**src/rtl/gmf_pkg.sv**
```systemverilog
// ----------------------------------------------------------------------------
// gmf_pkg
// Shared types, constants and helpers for the grid maze frontier generator.
// ----------------------------------------------------------------------------
`default_nettype none

package gmf_pkg;

	localparam int MAX_SIDE  = 64;
	localparam int COORD_W   = $clog2(MAX_SIDE);
	localparam int NCELLS    = MAX_SIDE * MAX_SIDE;
	localparam int ADDR_W    = $clog2(NCELLS);
	localparam int COUNT_W   = ADDR_W + 1;
	localparam int SIDE_W    = 7;
	localparam int RAND_W    = 6;
	localparam logic [SIDE_W-1:0] SIDE_RESET = 7'd32;
	localparam logic [SIDE_W-1:0] SIDE_MIN   = 7'd2;
	localparam logic [SIDE_W-1:0] SIDE_MAX   = 7'd64;

	localparam logic [1:0] CELL_OPEN  = 2'd0;
	localparam logic [1:0] CELL_WALL  = 2'd1;
	localparam logic [1:0] CELL_FRONT = 2'd2;

	localparam logic KIND_START = 1'b0;
	localparam logic KIND_STEP  = 1'b1;

	localparam logic [1:0] DIR_UP = 2'd0;
	localparam logic [1:0] DIR_DN = 2'd1;
	localparam logic [1:0] DIR_LF = 2'd2;
	localparam logic [1:0] DIR_RT = 2'd3;

	typedef struct packed {
		logic                kind;
		logic [COORD_W-1:0]  start_row;
		logic [COORD_W-1:0]  start_col;
		logic [RAND_W-1:0]   random_value;
	} in_beat_t;

	typedef struct packed {
		logic [COORD_W-1:0]  cell_row;
		logic [COORD_W-1:0]  cell_col;
		logic                opened;
		logic [COUNT_W-1:0]  frontier_left;
		logic                done_res;
	} out_beat_t;

	// neighbour visiting order: start items down/up/right/left, steps up/down/left/right
	function automatic logic [1:0] nb_dir(input logic kind, input logic [1:0] n);
		logic [1:0] d;
		d = DIR_UP;
		if (kind == KIND_START) begin
			case (n)
				2'd0: d = DIR_DN;
				2'd1: d = DIR_UP;
				2'd2: d = DIR_RT;
				default: d = DIR_LF;
			endcase
		end else begin
			case (n)
				2'd0: d = DIR_UP;
				2'd1: d = DIR_DN;
				2'd2: d = DIR_LF;
				default: d = DIR_RT;
			endcase
		end
		return d;
	endfunction

endpackage

`default_nettype wire

```
**src/rtl/gmf_modu.sv**
```systemverilog
// ----------------------------------------------------------------------------
// gmf_modu
// Iterative remainder unit: one compare and subtract per cycle.
// ----------------------------------------------------------------------------
`default_nettype none

module gmf_modu import gmf_pkg::*; (
	input  wire logic               clk,
	input  wire logic               arst_n,
	input  wire logic               start,
	input  wire logic [RAND_W-1:0]  dividend,
	input  wire logic [COUNT_W-1:0] divisor,
	output logic                    done,
	output logic [COUNT_W-1:0]      rem
);

	logic [COUNT_W-1:0] rem_q;
	logic               run_q;
	logic               ge;

	assign ge   = rem_q >= divisor;
	assign done = run_q && !ge;
	assign rem  = rem_q;

	always_ff @(posedge clk or negedge arst_n) begin
		if (!arst_n) begin
			run_q <= 1'b0;
		end else if (start) begin
			run_q <= 1'b1;
		end else if (done) begin
			run_q <= 1'b0;
		end
	end

	always_ff @(posedge clk) begin
		if (start) begin
			rem_q <= COUNT_W'(dividend);
		end else if (run_q && ge) begin
			rem_q <= rem_q - divisor;
		end
	end

endmodule

`default_nettype wire

```
**config.mk**
```make
export PLATFORM = sky130hd
export DESIGN_NAME = gmf_modu
export DESIGN_NICKNAME = d
export VERILOG_FILES = /design/src/rtl/gmf_pkg.sv /design/src/rtl/gmf_modu.sv
export SDC_FILE = /design/constraint.sdc
export NUM_CORES = 1
export LEC_CHECK = 0
export ABC_CLOCK_PERIOD_IN_PS = 2400
export BUFFER_PORTS_ARGS = -buffer_cell sky130_fd_sc_hd__clkbuf_2
export CORE_UTILIZATION = 46
export DETAILED_ROUTE_END_ITERATION = 10
export PLACE_DENSITY = 0.75
export SETUP_SLACK_MARGIN = 0.05
export SYNTH_ARGS = -nofsm -noshare
export SYNTH_HDL_FRONTEND = slang
export SYNTH_SLANG_ARGS = --single-unit
```
**constraint.sdc**
```tcl
create_clock -name clk -period 2.4 [get_ports clk]
set_input_delay 0.6 -clock clk [delete_from_list [all_inputs] [get_ports clk]]
set_output_delay 0.6 -clock clk [all_outputs]
set_load 0.005 [all_outputs]
```
==> results.sh <==
export IMPL_synth_area_leaders="edfxtp_1 (15%), ha_1 (13%), dfxtp_1 (11%)"
export IMPL_use_met2_pct=45.42
export IMPL_synth_edff_count=6
export IMPL_violations="setup timing"
export IMPL_cts_hold_fix_buffers=0
export IMPL_crit_type="register to output pin"
export IMPL_synth_avg_cell_area_um2=8.498
export IMPL_num_nets_final=245
export IMPL_die_h_um=53.58
export IMPL_antenna_found_initial=0
export IMPL_grt_max_degree=14
export IMPL_yosysMostFrequentCell="inv_1"
export IMPL_wl_per_cell_um=13.96
export IMPL_globalplace_congestion=0.8333
export IMPL_drtAntennaViolNets=0
export IMPL_synth_largest_area_cell="edfxtp_1"
export IMPL_worst_pin_slew_ps=376.9
export IMPL_vias_per_cell=5.395
export IMPL_ioPinCount=36
export IMPL_ys_types=39
export IMPL_synth_top_flop_cell="dfxtp_1"
export IMPL_clk_latency_ps=300
export IMPL_hold_viol=0
export IMPL_met3_usage_pct=5.367
export IMPL_status="complete, but fails checks"
export IMPL_clockBufferDepth=2
export IMPL_htreeDepth=1
export IMPL_worstSetupEndpointType="output pin"
export IMPL_yosysTopAreaCellShare_pct=14.72
export IMPL_die_width_um=53.58
export IMPL_finalPower_mw=0.7421
export IMPL_setup_viol=1
export IMPL_track_usage_pct=25.83
export IMPL_syn_num_nets=180
export IMPL_min_path_type="input pin to async pin"
export IMPL_drt_initial_drc_count=34
export IMPL_first_global_vias=1224
export IMPL_arrival_ps=2040
export IMPL_finalClockSkew_ps=1.568
export IMPL_final_util_pct=71.82
export IMPL_vias=1284
export IMPL_core_area_um2=2500
export IMPL_die_area_um2=2870
export IMPL_fin_crit_ps=2638
export IMPL_cts_sinks=14
export IMPL_numCtsBuffers=3
export IMPL_cp_start_kind="register"
export IMPL_cts_tree="built"
export IMPL_rsz0062_at_grt="yes"
export IMPL_syn_inst=144
export IMPL_critical_path_max_fanout=2
export IMPL_async_flop_share_pct=7.143
export IMPL_timing_final_crit_share_pct=109.9
export IMPL_io_buffers=35
export IMPL_route_detailed_drc=0
export IMPL_fin_cells=238
export IMPL_pre_cts_slack_ps=-249.6
export IMPL_worst_slack_ps=-237.6
export IMPL_finalSetupTns_ps=-237.6
export IMPL_synth_commonest_cells="inv_1 (15), nand2_1 (14), a21oi_1 (13), ha_1 (13), o21ai_0 (13)"
export IMPL_holdWs_ps=52.20
export IMPL_placed_area_um2=1732
export IMPL_cellPowerDensity_nw_per_um2=413.3
export IMPL_finalMaxSlewViolations=0
export IMPL_drv_cap=0
export IMPL_hpwlAfterDp_um=2779
export IMPL_met1_usage_pct=31.40
export IMPL_timing_fmax_ghz=0.3791
export IMPL_dp_cells=232
export IMPL_yosys_warnings=0
export IMPL_finish_instance_area_um2=1795
export IMPL_grt_busiest_layer="met2"
export IMPL_slew_headroom_pct=74.68
export IMPL_grt_pass1_wl_um=5313
export IMPL_ir_drop_mv=0.3684
export IMPL_syn_to_final_growth_pct=46.73
export IMPL_finalWirelength_um=3323
export IMPL_final_layout_size_suffix_gt1_share_pct=45.19
export IMPL_ys_seq_elements=14
export IMPL_syn_area_um2=1224
export IMPL_initial_core_util_pct=48.95
export IMPL_insertedDiodeCount=0
export IMPL_cts_root_buf="clkbuf_4"
export IMPL_drtPass1Iterations=6
export IMPL_rows=18
export IMPL_cellLeakagePower_nw=0.8325
export IMPL_grt_ovfl_total=0
export IMPL_critPathRequiredTime_ps=1800
export IMPL_seq_area_frac_synth_pct=28.22
export IMPL_clkSlewWorstSetupHoldPaths_ps=90
worst paths after layout:
check	cells past startpoint	slack (ps)	startpoint	end
setup / recovery	7	-240	rem[1]$_DFFE_PP_	done
hold / removal	1	50	arst_n	run_q$_DFFE_PN0P_
setup reg to reg	7	70	rem[1]$_DFFE_PP_	rem[5]$_DFFE_PP_
hold reg to reg	2	500	rem[6]$_SDFFE_PP0P_	rem[6]$_SDFFE_PP0P_
max in group asynchronous	1	2270	arst_n	run_q$_DFFE_PN0P_
min in group clk	2	500	rem[6]$_SDFFE_PP0P_	rem[6]$_SDFFE_PP0P_
cell type report:
cell class | instances | area (um^2)
multi-input cells | 111 | 920.9
fillers | 191 | 704.4
repair buffers | 63 | 385.4
flip-flops and latches | 14 | 345.3
inverters | 16 | 70.07
well taps | 30 | 37.54
clock buffers | 4 | 36.28
logic make-up after synthesis:
group / synth area share, %
adder cells (fa/ha/maj): 14.93
multiplexers: 0.9202
AND/OR/NAND/NOR: 16.87
XOR/XNOR: 7.158
buffers and inverters: 6.236
flip-flops: 28.22
AO/OA/AOI/OAI: 25.67
metal layers:
layer / vias to the layer above / share of wire [%]
li1: 647 / -
met1: 591 / 43
met2: 39 / 50
met3: 7 / 5.6
met4: 0 / 1.7
met5: - / 0
sequential cells by signal, indices dropped and copies added, names as in the netlist:
register  count
run_q         1
rem          13
critical path, stage by stage, from the launching register on:
cell and delay, ps:
edfxtp_1 440, ha_4 290, and2b_2 150, o2111ai_2 120, a211o_1 370, a31oi_4 190, nor2_1 60, clkbuf_2 110
what timing repair did:
action | in CTS | in global routing
setup endpoints to repair | 1 | 1
gates resized for setup | 2 | 0
pin swaps | 5 | 2
buffers inserted | 1 | 1
report_power, final:
part           total (mW)  switching [mW]  internal (mW)
clock               0.185          0.0920         0.0927
sequential          0.277          0.0102          0.267
combinational       0.281           0.135          0.146
placed cells by master (no fill, tap or decap), types with 5 or more instances in the layout:
| master | n |
|---|---|
| a21o_1 | 5 |
| a21oi_1 | 11 |
| buf_4 | 28 |
| clkbuf_2 | 35 |
| dfxtp_1 | 7 |
| edfxtp_1 | 6 |
| ha_1 | 6 |
| ha_4 | 7 |
| inv_1 | 12 |
| nand2_1 | 13 |
| nand4_1 | 5 |
| nor2_1 | 6 |
| o21ai_0 | 11 |
| o22ai_1 | 5 |
| xnor2_1 | 9 |
No activity file was read; power rests on OpenSTA's default activity.
